### src/hw/rtl/i2cbm_pkg.sv
// shared types and constants for the i2c bus monitor
`timescale 1ns / 1ps

package i2cbm_pkg;

  // configuration register indexes
  localparam logic [1:0] CFG_ENABLE     = 2'd0;
  localparam logic [1:0] CFG_MASK_VALUE = 2'd1;
  localparam logic [1:0] CFG_MASK_CARE  = 2'd2;

  // bits per byte before the ack slot
  localparam logic [3:0] BITS_PER_BYTE = 4'd8;

  // token kinds on the output channel
  typedef enum logic [1:0] {
    TOK_START = 2'd0,
    TOK_STOP  = 2'd1,
    TOK_ADDR  = 2'd2,
    TOK_DATA  = 2'd3
  } tok_kind_e;

  // classified line event passed from front to back
  typedef struct packed {
    logic sda_fall;
    logic sda_rise;
    logic scl_rise;
    logic sda;
  } line_ev_t;

  // one result beat
  typedef struct packed {
    tok_kind_e   kind;
    logic [7:0]  rx_byte;
    logic        nack;
    logic        is_read;
    logic [6:0]  bus_address;
    logic        address_match;
    logic        keep_transaction;
  } token_t;

  // queue status seen by the front
  typedef struct packed {
    logic full;
    logic empty;
  } fifo_stat_t;

endpackage

### src/hw/rtl/i2cbm_fifo.sv
// small event queue between the front and back parts
`timescale 1ns / 1ps

module i2cbm_fifo #(
  parameter int Depth = 4
) (
  input  logic                  clk_i,
  input  logic                  rst_ni,
  input  logic                  push_i,
  input  i2cbm_pkg::line_ev_t   push_data_i,
  input  logic                  pop_i,
  output i2cbm_pkg::line_ev_t   pop_data_o,
  output i2cbm_pkg::fifo_stat_t stat_o
);
  import i2cbm_pkg::*;

  localparam int PtrW = (Depth > 1) ? $clog2(Depth) : 1;
  localparam int CntW = $clog2(Depth + 1);
  localparam logic [PtrW-1:0] LastPtr = PtrW'(Depth - 1);
  localparam logic [CntW-1:0] FullCnt = CntW'(Depth);

  line_ev_t        mem_q [Depth];
  logic [PtrW-1:0] wr_ptr_q, rd_ptr_q;
  logic [CntW-1:0] count_q;
  logic            do_push, do_pop;

  assign stat_o.full  = (count_q == FullCnt);
  assign stat_o.empty = (count_q == '0);
  assign do_push = push_i && !stat_o.full;
  assign do_pop  = pop_i && !stat_o.empty;
  assign pop_data_o = mem_q[rd_ptr_q];

  // storage write
  always_ff @(posedge clk_i) begin
    if (do_push) begin
      mem_q[wr_ptr_q] <= push_data_i;
    end
  end

  // pointers and fill count
  always_ff @(posedge clk_i or negedge rst_ni) begin
    if (!rst_ni) begin
      wr_ptr_q <= '0;
      rd_ptr_q <= '0;
      count_q  <= '0;
    end else begin
      if (do_push) begin
        wr_ptr_q <= (wr_ptr_q == LastPtr) ? '0 : wr_ptr_q + PtrW'(1);
      end
      if (do_pop) begin
        rd_ptr_q <= (rd_ptr_q == LastPtr) ? '0 : rd_ptr_q + PtrW'(1);
      end
      if (do_push && !do_pop) begin
        count_q <= count_q + CntW'(1);
      end else if (do_pop && !do_push) begin
        count_q <= count_q - CntW'(1);
      end
    end
  end

endmodule

### src/hw/rtl/i2cbm_front.sv
// sample intake: line level tracking and edge classification
`timescale 1ns / 1ps

module i2cbm_front (
  input  logic                  clk_i,
  input  logic                  rst_ni,
  input  logic                  enable_i,
  input  logic                  in_valid_i,
  output logic                  in_stall_o,
  input  logic                  scl_level_i,
  input  logic                  sda_level_i,
  input  i2cbm_pkg::fifo_stat_t fifo_stat_i,
  output logic                  push_o,
  output i2cbm_pkg::line_ev_t   push_data_o
);
  import i2cbm_pkg::*;

  logic prev_scl_q, prev_sda_q;
  logic accept;
  logic sda_chg;

  assign in_stall_o = fifo_stat_i.full;
  assign accept     = in_valid_i && !fifo_stat_i.full;

  // classify the sample against the previous levels
  assign sda_chg = (sda_level_i != prev_sda_q);
  assign push_data_o.sda_fall = enable_i && scl_level_i && sda_chg && !sda_level_i;
  assign push_data_o.sda_rise = enable_i && scl_level_i && sda_chg && sda_level_i;
  assign push_data_o.scl_rise = enable_i && !prev_scl_q && scl_level_i;
  assign push_data_o.sda      = sda_level_i;

  // only beats that can change decoder state go into the queue
  assign push_o = accept && (push_data_o.sda_fall || push_data_o.sda_rise ||
                             push_data_o.scl_rise);

  // previous line levels, idle bus is high
  always_ff @(posedge clk_i or negedge rst_ni) begin
    if (!rst_ni) begin
      prev_scl_q <= 1'b1;
      prev_sda_q <= 1'b1;
    end else if (accept) begin
      prev_scl_q <= scl_level_i;
      prev_sda_q <= sda_level_i;
    end
  end

endmodule

### src/hw/rtl/i2cbm_back.sv
// protocol decoder: byte assembly, address check and token output register
`timescale 1ns / 1ps

module i2cbm_back (
  input  logic                clk_i,
  input  logic                rst_ni,
  input  logic                clear_i,
  input  logic [7:0]          mask_value_i,
  input  logic [1:0]          mask_care_i,
  input  logic                ev_valid_i,
  input  i2cbm_pkg::line_ev_t ev_i,
  output logic                ev_pop_o,
  output logic                out_valid_o,
  input  logic                out_stall_i,
  output i2cbm_pkg::token_t   token_o
);
  import i2cbm_pkg::*;

  logic       recording_q, recording_d;
  logic [7:0] shift_q, shift_d;
  logic [3:0] bit_idx_q, bit_idx_d;
  logic       expect_addr_q, expect_addr_d;
  logic       saw_byte_q, saw_byte_d;
  logic       any_match_q, any_match_d;
  logic       out_valid_q;
  token_t     token_q, tok;
  logic       emit;
  logic       take;
  logic       match;

  assign take     = !out_valid_q || !out_stall_i;
  assign ev_pop_o = ev_valid_i && take;

  // nibble care mask against the 7-bit address
  always_comb begin
    match = 1'b1;
    if (mask_care_i[0] && ({1'b0, shift_q[7:5]} != mask_value_i[7:4])) begin
      match = 1'b0;
    end
    if (mask_care_i[1] && (shift_q[4:1] != mask_value_i[3:0])) begin
      match = 1'b0;
    end
  end

  // decode one queued event: sda rule first, then the scl rule
  always_comb begin
    recording_d   = recording_q;
    shift_d       = shift_q;
    bit_idx_d     = bit_idx_q;
    expect_addr_d = expect_addr_q;
    saw_byte_d    = saw_byte_q;
    any_match_d   = any_match_q;
    emit          = 1'b0;
    tok           = '0;
    if (ev_pop_o) begin
      if (ev_i.sda_fall) begin
        if (!recording_q) begin
          recording_d = 1'b1;
          saw_byte_d  = 1'b0;
          any_match_d = 1'b0;
        end
        shift_d       = '0;
        bit_idx_d     = '0;
        expect_addr_d = 1'b1;
        emit          = 1'b1;
        tok.kind      = TOK_START;
      end else if (ev_i.sda_rise && recording_q) begin
        emit                 = 1'b1;
        tok.kind             = TOK_STOP;
        tok.keep_transaction = saw_byte_q && any_match_q;
        recording_d   = 1'b0;
        shift_d       = '0;
        bit_idx_d     = '0;
        expect_addr_d = 1'b1;
        saw_byte_d    = 1'b0;
        any_match_d   = 1'b0;
      end
      if (ev_i.scl_rise && recording_d) begin
        if (bit_idx_d < BITS_PER_BYTE) begin
          shift_d   = {shift_d[6:0], ev_i.sda};
          bit_idx_d = bit_idx_d + 4'd1;
        end else if (!emit) begin
          emit        = 1'b1;
          tok.rx_byte = shift_q;
          tok.nack    = ev_i.sda;
          if (expect_addr_q) begin
            tok.kind          = TOK_ADDR;
            tok.is_read       = shift_q[0];
            tok.bus_address   = shift_q[7:1];
            tok.address_match = match;
            expect_addr_d     = 1'b0;
            saw_byte_d        = 1'b1;
            any_match_d       = any_match_q || match;
          end else begin
            tok.kind = TOK_DATA;
          end
          shift_d   = '0;
          bit_idx_d = '0;
        end
      end
    end
  end

  // decoder state
  always_ff @(posedge clk_i or negedge rst_ni) begin
    if (!rst_ni) begin
      recording_q   <= 1'b0;
      shift_q       <= '0;
      bit_idx_q     <= '0;
      expect_addr_q <= 1'b1;
      saw_byte_q    <= 1'b0;
      any_match_q   <= 1'b0;
    end else if (clear_i) begin
      recording_q   <= 1'b0;
      shift_q       <= '0;
      bit_idx_q     <= '0;
      expect_addr_q <= 1'b1;
      saw_byte_q    <= 1'b0;
      any_match_q   <= 1'b0;
    end else begin
      recording_q   <= recording_d;
      shift_q       <= shift_d;
      bit_idx_q     <= bit_idx_d;
      expect_addr_q <= expect_addr_d;
      saw_byte_q    <= saw_byte_d;
      any_match_q   <= any_match_d;
    end
  end

  // output register
  always_ff @(posedge clk_i or negedge rst_ni) begin
    if (!rst_ni) begin
      out_valid_q <= 1'b0;
    end else if (take) begin
      out_valid_q <= emit;
    end
  end

  always_ff @(posedge clk_i) begin
    if (take && emit) begin
      token_q <= tok;
    end
  end

  assign out_valid_o = out_valid_q;
  assign token_o     = token_q;

endmodule

### src/hw/rtl/i2c_bus_monitor_top.sv
// i2c bus monitor top level: config registers, front, event queue and back
// path: a sample that ends a token is written into the event queue, then decoded into the output register
// throughput: one sample per cycle; samples are stalled only when the event queue fills
// the queue fills only while the output side holds off tokens
// reset: lines read as high, decoder idle, sniffing disabled, masks cleared
`timescale 1ns / 1ps

module i2c_bus_monitor_top #(
  parameter int FifoDepth = 4
) (
  input  logic       clk_i,
  input  logic       rst_ni,
  input  logic       cfg_we_i,
  input  logic [1:0] cfg_idx_i,
  input  logic [7:0] cfg_data_i,
  input  logic       in_valid_i,
  output logic       in_stall_o,
  input  logic       scl_level_i,
  input  logic       sda_level_i,
  output logic       out_valid_o,
  input  logic       out_stall_i,
  output logic [1:0] token_kind_o,
  output logic [7:0] rx_byte_o,
  output logic       nack_o,
  output logic       is_read_o,
  output logic [6:0] bus_address_o,
  output logic       address_match_o,
  output logic       keep_transaction_o
);
  import i2cbm_pkg::*;

  logic       enable_q;
  logic [7:0] mask_value_q;
  logic [1:0] mask_care_q;
  logic       clear;
  logic       push, pop;
  line_ev_t   push_ev, pop_ev;
  fifo_stat_t fifo_stat;
  token_t     token;

  // configuration registers
  assign clear = cfg_we_i && (cfg_idx_i == CFG_ENABLE);

  always_ff @(posedge clk_i or negedge rst_ni) begin
    if (!rst_ni) begin
      enable_q     <= 1'b0;
      mask_value_q <= '0;
      mask_care_q  <= '0;
    end else if (cfg_we_i) begin
      unique case (cfg_idx_i)
        CFG_ENABLE:     enable_q     <= cfg_data_i[0];
        CFG_MASK_VALUE: mask_value_q <= cfg_data_i;
        CFG_MASK_CARE:  mask_care_q  <= cfg_data_i[1:0];
        default: ;
      endcase
    end
  end

  // sample intake
  i2cbm_front u_front (
    .clk_i       (clk_i),
    .rst_ni      (rst_ni),
    .enable_i    (enable_q),
    .in_valid_i  (in_valid_i),
    .in_stall_o  (in_stall_o),
    .scl_level_i (scl_level_i),
    .sda_level_i (sda_level_i),
    .fifo_stat_i (fifo_stat),
    .push_o      (push),
    .push_data_o (push_ev)
  );

  // event queue
  i2cbm_fifo #(
    .Depth (FifoDepth)
  ) u_fifo (
    .clk_i       (clk_i),
    .rst_ni      (rst_ni),
    .push_i      (push),
    .push_data_i (push_ev),
    .pop_i       (pop),
    .pop_data_o  (pop_ev),
    .stat_o      (fifo_stat)
  );

  // decoder
  i2cbm_back u_back (
    .clk_i        (clk_i),
    .rst_ni       (rst_ni),
    .clear_i      (clear),
    .mask_value_i (mask_value_q),
    .mask_care_i  (mask_care_q),
    .ev_valid_i   (!fifo_stat.empty),
    .ev_i         (pop_ev),
    .ev_pop_o     (pop),
    .out_valid_o  (out_valid_o),
    .out_stall_i  (out_stall_i),
    .token_o      (token)
  );

  assign token_kind_o       = token.kind;
  assign rx_byte_o          = token.rx_byte;
  assign nack_o             = token.nack;
  assign is_read_o          = token.is_read;
  assign bus_address_o      = token.bus_address;
  assign address_match_o    = token.address_match;
  assign keep_transaction_o = token.keep_transaction;

  // checks
  a_keep_only_on_stop: assert property (@(posedge clk_i) disable iff (!rst_ni)
    out_valid_o && keep_transaction_o |-> token_kind_o == TOK_STOP)
    else $error("keep flag on a token that is not a stop");

  a_bus_tokens_clean: assert property (@(posedge clk_i) disable iff (!rst_ni)
    out_valid_o && (token_kind_o == TOK_START || token_kind_o == TOK_STOP)
    |-> rx_byte_o == '0 && bus_address_o == '0 && !nack_o && !address_match_o)
    else $error("start or stop token carries byte fields");

  a_addr_fields: assert property (@(posedge clk_i) disable iff (!rst_ni)
    out_valid_o && token_kind_o == TOK_ADDR
    |-> bus_address_o == rx_byte_o[7:1] && is_read_o == rx_byte_o[0])
    else $error("address token fields disagree with the byte");

  a_no_push_when_full: assert property (@(posedge clk_i) disable iff (!rst_ni)
    push |-> !fifo_stat.full)
    else $error("event pushed into a full queue");

endmodule

### config.mk
export PLATFORM = sky130hd
export DESIGN_NAME = i2c_bus_monitor_top
export DESIGN_NICKNAME = d
export VERILOG_FILES = /design/src/hw/rtl/i2cbm_pkg.sv /design/src/hw/rtl/i2cbm_fifo.sv /design/src/hw/rtl/i2cbm_front.sv /design/src/hw/rtl/i2cbm_back.sv /design/src/hw/rtl/i2c_bus_monitor_top.sv
export SDC_FILE = /design/constraint.sdc
export NUM_CORES = 1
export LEC_CHECK = 0
export BUFFER_PORTS_ARGS = -buffer_cell sky130_fd_sc_hd__clkbuf_2
export CORE_ASPECT_RATIO = 1.2
export CORE_MARGIN = 1
export CORE_UTILIZATION = 55
export CTS_CLUSTER_DIAMETER = 200
export CTS_CLUSTER_SIZE = 20
export DETAILED_ROUTE_END_ITERATION = 10
export PLACE_DENSITY_LB_ADDON = 0.25
export RECOVER_POWER = 100
export SETUP_SLACK_MARGIN = 0.2
export SLEW_MARGIN = 20
export SYNTH_ARGS = -nofsm -noshare
export SYNTH_HDL_FRONTEND = slang
export SYNTH_SLANG_ARGS = --single-unit
### constraint.sdc
create_clock -name clk_i -period 2.99 [get_ports clk_i]
set_input_delay 0.299 -clock clk_i [delete_from_list [all_inputs] [get_ports clk_i]]
set_output_delay 0.299 -clock clk_i [all_outputs]
set_load 0.05 [all_outputs]
==> results of run 1 <==
## cell usage after synthesis, drive strengths merged (5+ instances only)
library cell and count:
a21oi 10, and2 14, o21ai 13, inv 8, a32o 9, ha 7, edfxtp 37, nor2 16
and3 7, dfrtp 34, xor2 9, clkbuf 5, nand2 21, mux2 14
## cell usage in the layout, fill, tap and decap left out, drive strengths merged, types with 4 or more instances in the layout
master and count:
a32o 9, inv 9, mux2 14, clkbuf 53, and2 14, o21ai 13, nor3 4, and3 7
nor2 16, mux4 4, a21oi 10, ha 7, nor3b 4, nand2 21, edfxtp 37, o21a 4
xor2 9, dfrtp 34
## cell type report
cell class,count,area [µm²]
clock buffers,10,128
clock inverters,6,42.5
fillers,460,2050
inverters,8,30.0
multi-input cells,162,1210
flip-flops and latches,74,2040
well taps,80,100
repair buffers,43,179
## worst max-delay path: cells and delay by family (launching register included)
| family | cells | cell delay (ns) |
|---|---|---|
| flops | 1 | 0.54 |
| simple gates | 4 | 1.25 |
| mux | 1 | 0.70 |
## registers in the layout (all words and copies together) (netlist names)
signal                count
u_back.recording_q        1
u_back.any_match_q        1
u_fifo.count_q            3
mask_value_q              8
mask_care_q               2
u_front.prev_sda_q        1
u_fifo.rd_ptr_q           2
u_back.bit_idx_q          4
u_back.token_o           21
u_fifo.mem_q             16
u_back.shift_q            8
u_front.prev_scl_q        1
u_back.expect_addr_q      1
u_fifo.wr_ptr_q           2
u_back.out_valid_o        1
u_back.saw_byte_q         1
enable_q                  1
## power breakdown
group	switching [mW]	internal [mW]	total, mW
combinational	1.14	0.442	1.58
clock	0.360	0.302	0.662
sequential	0.210	1.42	1.64
## final timing paths
kind                               startpoint            endpoint  slack, ns  depth (start not counted)
min                             cfg_data_i[5]     mask_value_q[5]       0.18                          2
max                        u_fifo.rd_ptr_q[0]   u_back.token_o[1]       0.36                          5
max reg2reg                u_fifo.rd_ptr_q[0]   u_back.token_o[1]       0.36                          5
max in group asynchronous              rst_ni  u_fifo.rd_ptr_q[0]       1.38                          1
min reg2reg                 u_fifo.count_q[2]   u_fifo.count_q[2]       0.49                          1
min in group asynchronous              rst_ni      mask_care_q[1]       0.49                          1
## stage by stage
step	total power, mW	utilization	setup slack [ns]	instances	area (µm²)
floorplan	2.93	-	0.323	253	3360
global placement	3.25	0.627	0.498	367	3620
detailed placement	3.29	0.627	0.444	367	3620
CTS	3.95	0.656	0.406	383	3790
global route	4.12	0.646	0.213	383	3730
finish	3.88	0.646	0.361	383	3730
## per-layer routing
metal	global-route usage	routed length (µm)	vias to the layer above
met1	0.245	2520	992
met3	0.0437	232	13
met2	0.327	2820	61
met5	0	0	-
li1	-	-	1022
met4	0.128	148	0
## cells by family (layout without fill, tap and decap cells)
logic type | Yosys count | in the layout | synth area share
AOI/OAI and AO/OA | 50 | 50 | 0.104
xor gates and xnor gates | 11 | 11 | 0.0287
adders and majority gates | 8 | 8 | 0.0321
buffers and inverters | 17 | 67 | 0.0272
DFF | 74 | 74 | 0.608
muxes | 18 | 18 | 0.0750
and+or+nand+nor | 75 | 75 | 0.124
==> summary.txt, run 1 <==
Status
  – Violated checks: max-capacitance violations, max-slew violations
  – Status: finished with violations

Place
  – Placer's final routability congestion estimate: 0.818
  – HPWL reported at the end of detailed placement: 4120 µm
  – Port Buf Inserts: 39

Global routing
  – Number of antenna violations at the first check in global routing: 0
  – Global-route total usage across every layer: 0.201
  – Grt total ovfl: 0
  – Number of global-route vias before repair: between 1,500 and 2,000
  – Wire length of the first global-routing pass: about 9400 µm
  – Largest net degree at the start of global routing: 38

Power
  – Total power divided by cell area: slightly above 1000 nW/µm²
  – Max IR drop VDD: between 500 and 600 µV
  – Leakage power total: 1.51 nW

Detailed routing
  – Iteration-0 DRC Markers: just over 80
  – Drc violations: 0
  – Via/cell ratio: around 5.5
  – Routed vias: 2,088
  – TritonRoute pass-1 iters: 4
  – Post-detailed-route count of antenna-violating nets: 0
  – Routed len/inst: 15.0 µm
  – Wirelength, routed: 5730 µm

Critical path
  – Maximum cell stage delay along the critical path: 0.75 ns
  – CP Max Fanout: 18
  – Data arrival time of the critical path: roughly 2.8 ns
  – Worst Setup Start Kind: register
  – Crit Path Class: register to register
  – Data required, critical path: about 3.2 ns
  – Standard cell with the maximum stage delay on the critical path: or4b_1
  – Kind of capture point of the worst setup path: register
  – Critical Path, Cell by Cell: mux4_2 > or4b_1 > nor2_8 > nand2_1 > nor2_2

Floorplanning
  – Initial Utilization: 0.580
  – Horiz. Die Dim: 73.3 µm
  – Floorplan Core Area: around 5800 µm²
  – Chip Height: around 88 µm
  – Number of placement rows: 30
  – DIE AREA: around 6400 µm²
  – Top Ports: 40

STA
  – Maximum clock skew at final layout: about 0.0066 ns
  – Final critical-path share of the clock period: 0.879
  – Setup tns final: 0 ns
  – Worst hold slack: 0.182 ns
  – Number of setup violations in the final report: 0
  – Worst Tran Pin Value: around 1.9 ns
  – Count of pins over their slew limit: 38
  – Number of hold violations in the final report: 0
  – Achievable frequency: approximately 380 MHz
  – RSZ-0062 raised after global routing: no
  – Final critical path time including I/O delays and setup: around 2.6 ns
  – Relative slew margins: -0.299

Clock network
  – PostCTS Resize Cnt: 0
  – H-tree depth: 3
  – Skew-Pair Late Insertion Delay: roughly 0.34 ns
  – TritonCTS sink count: 74
  – Post-CTS Setup Inserts: 0
  – TritonCTS buffer count: 9
  – Count of hold-fix buffers inserted at cts: 0
  – CTS Root Cell: clkbuf_8
  – Clock-pin slew reported for the worst setup and hold paths after clock tree synthesis: roughly 0.070 ns
  – CTS tree: built
  – Deepest clock path buffer count: 2

Finish
  – Layout overhead on the synthesized area: 11.3%
  – Final antenna diode count: 0
  – Share of cells above drive strength 1: 0.172
  – Number of nets in the final layout: ~320

Yosys
  – Instance count of the mapped netlist: roughly 250
  – Post-synth top area cell: edfxtp_1
  – Post-Synthesis Mean Instance Area: around 13 µm²
  – Synth area leaders: edfxtp_1 33%, dfrtp_1 25%, mux2_2 4.7%
  – Post-synth EDFFs: 37
  – Cell Area, Synth: 3350 µm²
  – Synth Register Bits: between 70 and 80
  – Share of the yosys chip area belonging to registers: 0.608
  – Prevailing post-synth register cell: edfxtp_1
  – Distinct cell type count of the synthesized netlist: 43
  – Share of Yosys cell area claimed by the top area cell type: 0.331
  – Yosys warnings: 0
  – Share of async-settable or async-resettable flops after synthesis: 0.500
  – Post-synthesis net count: between 200 and 300

Job
  – Max-cap violations: 1

Worst hold path
  – Type of the most critical hold path: input port to register
Power figures use the tool's default switching activity.
==> inputs of run 2 (changes only) <==
--- a/config.mk
+++ b/config.mk
@@ -8,7 +8,7 @@
 export BUFFER_PORTS_ARGS = -buffer_cell sky130_fd_sc_hd__clkbuf_2
 export CORE_ASPECT_RATIO = 1.2
 export CORE_MARGIN = 1
-export CORE_UTILIZATION = 55
+export CORE_UTILIZATION = 58
 export CTS_CLUSTER_DIAMETER = 200
 export CTS_CLUSTER_SIZE = 20
 export DETAILED_ROUTE_END_ITERATION = 10
==> summary.txt, run 2 (synthesized netlist as in run 1, its figures left out) <==
Clock network
  – CTS tree: built
  – H-tree depth: 3
  – TritonCTS sink count: 74
  – Count of hold-fix buffers inserted at cts: 0
  – PostCTS Resize Cnt: 0
  – TritonCTS buffer count: 9
  – Deepest clock path buffer count: 2
  – Skew-Pair Late Insertion Delay: ~0.36 ns
  – CTS Root Cell: clkbuf_8
  – Clock-pin slew reported for the worst setup and hold paths after clock tree synthesis: ~0.080 ns
  – Post-CTS Setup Inserts: 0

Critical path
  – Data required, critical path: approximately 3.2 ns
  – Kind of capture point of the worst setup path: register
  – Cell family with the largest share of critical-path delay: simple AND/OR/NAND/NOR gates
  – Critical Path, Cell by Cell: mux4_2 > or4b_1 > nor2_8 > nand2_1 > nor2_2
  – Crit Path Class: register to register
  – Standard cell with the maximum stage delay on the critical path: or4b_1
  – CP Max Fanout: 18
  – Data arrival time of the critical path: 2.82 ns
  – Worst Setup Start Kind: register
  – Maximum cell stage delay along the critical path: between 0.7 and 0.8 ns
  – Crit path buffers/inverters: 0

Place
  – HPWL reported at the end of detailed placement: around 4300 µm
  – Area of placed instances: around 3600 µm²
  – Port Buf Inserts: 39
  – Placer's final routability congestion estimate: between 0.8 and 0.9

Finish
  – Leading cell type in the layout, fill and taps excluded: edfxtp_1
  – Final antenna diode count: 0
  – Flip-flop count of the largest register, all copies and words added: 21
  – Core occupancy in the finished layout: 0.686
  – Commonest cells after routing, fill and taps aside: 37 x edfxtp_1, 34 x dfrtp_1, 29 x clkbuf_1, 21 x nand2_1
  – Share of cells above drive strength 1: 0.172
  – Layout overhead on the synthesized area: 11.3%
  – # fillers: 421
  – Final instance area: between 3000 and 4000 µm²
  – Number of nets in the final layout: roughly 320

STA
  – Final critical path time including I/O delays and setup: between 2 and 3 ns
  – Final critical-path share of the clock period: 0.868
  – RSZ-0062 raised after global routing: no
  – Count of pins over their slew limit: 38
  – Setup tns final: 0 ns
  – Number of setup violations in the final report: 0
  – Maximum clock skew at final layout: between 0.008 and 0.009 ns
  – Number of hold violations in the final report: 0
  – Achievable frequency: around 390 MHz
  – Relative slew margins: -0.334
  – Worst Tran Pin Value: between 2 and 2.5 ns

Job
  – Max-cap violations: 1

Detailed routing
  – Routed vias: approximately 2,200
  – Drc violations: 0
  – Iteration-0 DRC Markers: approximately 150
  – Via/cell ratio: between 5 and 6
  – Wirelength, routed: 6020 µm
  – Routed len/inst: around 16 µm
  – TritonRoute pass-1 iters: 4
  – Post-detailed-route count of antenna-violating nets: 0

Power
  – Post-layout power: ~4 mW
  – Total power divided by cell area: ~1100 nW/µm²
  – Leakage power total: around 1.5 nW
  – Max IR drop VDD: 611 µV

Global routing
  – Largest net degree at the start of global routing: 38
  – Global-route total usage across every layer: 0.227
  – Grt total ovfl: 0
  – Number of antenna violations at the first check in global routing: 0
  – Wire length of the first global-routing pass: between 10,000 and 15,000 µm
  – Number of global-route vias before repair: around 2,100

Floorplanning
  – Floorplan Core Area: 5440 µm²
  – Horiz. Die Dim: a little over 70 µm
  – Number of placement rows: 29
  – Chip Height: approximately 85 µm
  – Initial Utilization: 0.616
  – Top Ports: 40
  – DIE AREA: 6090 µm²

Status
  – Status: finished with violations
  – Violated checks: max-capacitance violations, max-slew violations

Worst hold path
  – Type of the most critical hold path: input port to register
[run 2: cell count changes in the layout (fill, tap and decap cells not counted), sizes merged]
| cell | previous run | this run |
|---|---|---|
| clkinv | 3 | 4 |
| clkbuf | 53 | 52 |
| bufinv | 0 | 1 |
| clkinvlp | 2 | 1 |
[run 2: layout make-up]
cell class                 count  area (µm²)  area share
sequential                    74        2040       0.546
tap                           62        77.6      0.0208
multi-input combinational    162        1210       0.325
clock buffer                   9         124      0.0332
clock inverter                 7        68.8      0.0184
timing repair buffer          43         179      0.0479
inverter                       8        30.0     0.00804
[run 2: per-layer routing]
metal	wire length [µm]	global-route usage	vias to the layer above
met3	288	0.0641	12
met2	3080	0.377	73
met4	132	0.131	0
li1	-	-	1023
met1	2520	0.262	1061
met5	0	0	-
[run 2: path summary, 6_finish.rpt]
| kind | start | to | slack (ns) | cells past startpoint |
|---|---|---|---|---|
| max | u_fifo.rd_ptr_q[0] | u_back.token_o[1] | 0.39 | 5 |
| min reg2reg | u_back.any_match_q | u_back.any_match_q | 0.50 | 1 |
| max in group asynchronous | rst_ni | u_back.out_valid_o | 1.34 | 1 |
| min | cfg_data_i[3] | mask_value_q[3] | 0.17 | 2 |
| min in group asynchronous | rst_ni | u_fifo.wr_ptr_q[0] | 0.50 | 1 |
| max reg2reg | u_fifo.rd_ptr_q[0] | u_back.token_o[1] | 0.39 | 5 |
[run 2: stage by stage]
stage / std cells / hold WS, ns / setup WS [ns]
global route: 365 / 0.164 / 0.227
CTS: 365 / 0.101 / 0.406
finish: 365 / 0.168 / 0.395
detailed placement: 349 / 0.485 / 0.429
floorplan: 253 / 0.00341 / 0.323
global placement: 349 / 0.472 / 0.502
[run 2: report_power, final]
part | internal (mW) | leakage, nW | total, mW | switching [mW]
combinational | 0.445 | 0.611 | 1.60 | 1.15
sequential | 1.42 | 0.814 | 1.64 | 0.212
clock | 0.383 | 0.0970 | 0.753 | 0.370
total | 2.25 | 1.52 | 3.99 | 1.74
[run 2: worst register-to-register path, delay by kind of cell, from the launching register on]
family | cells | cell delay [ns]
multiplexers | 1 | 0.70
flip-flops | 1 | 0.53
AND/OR/NAND/NOR | 4 | 1.24
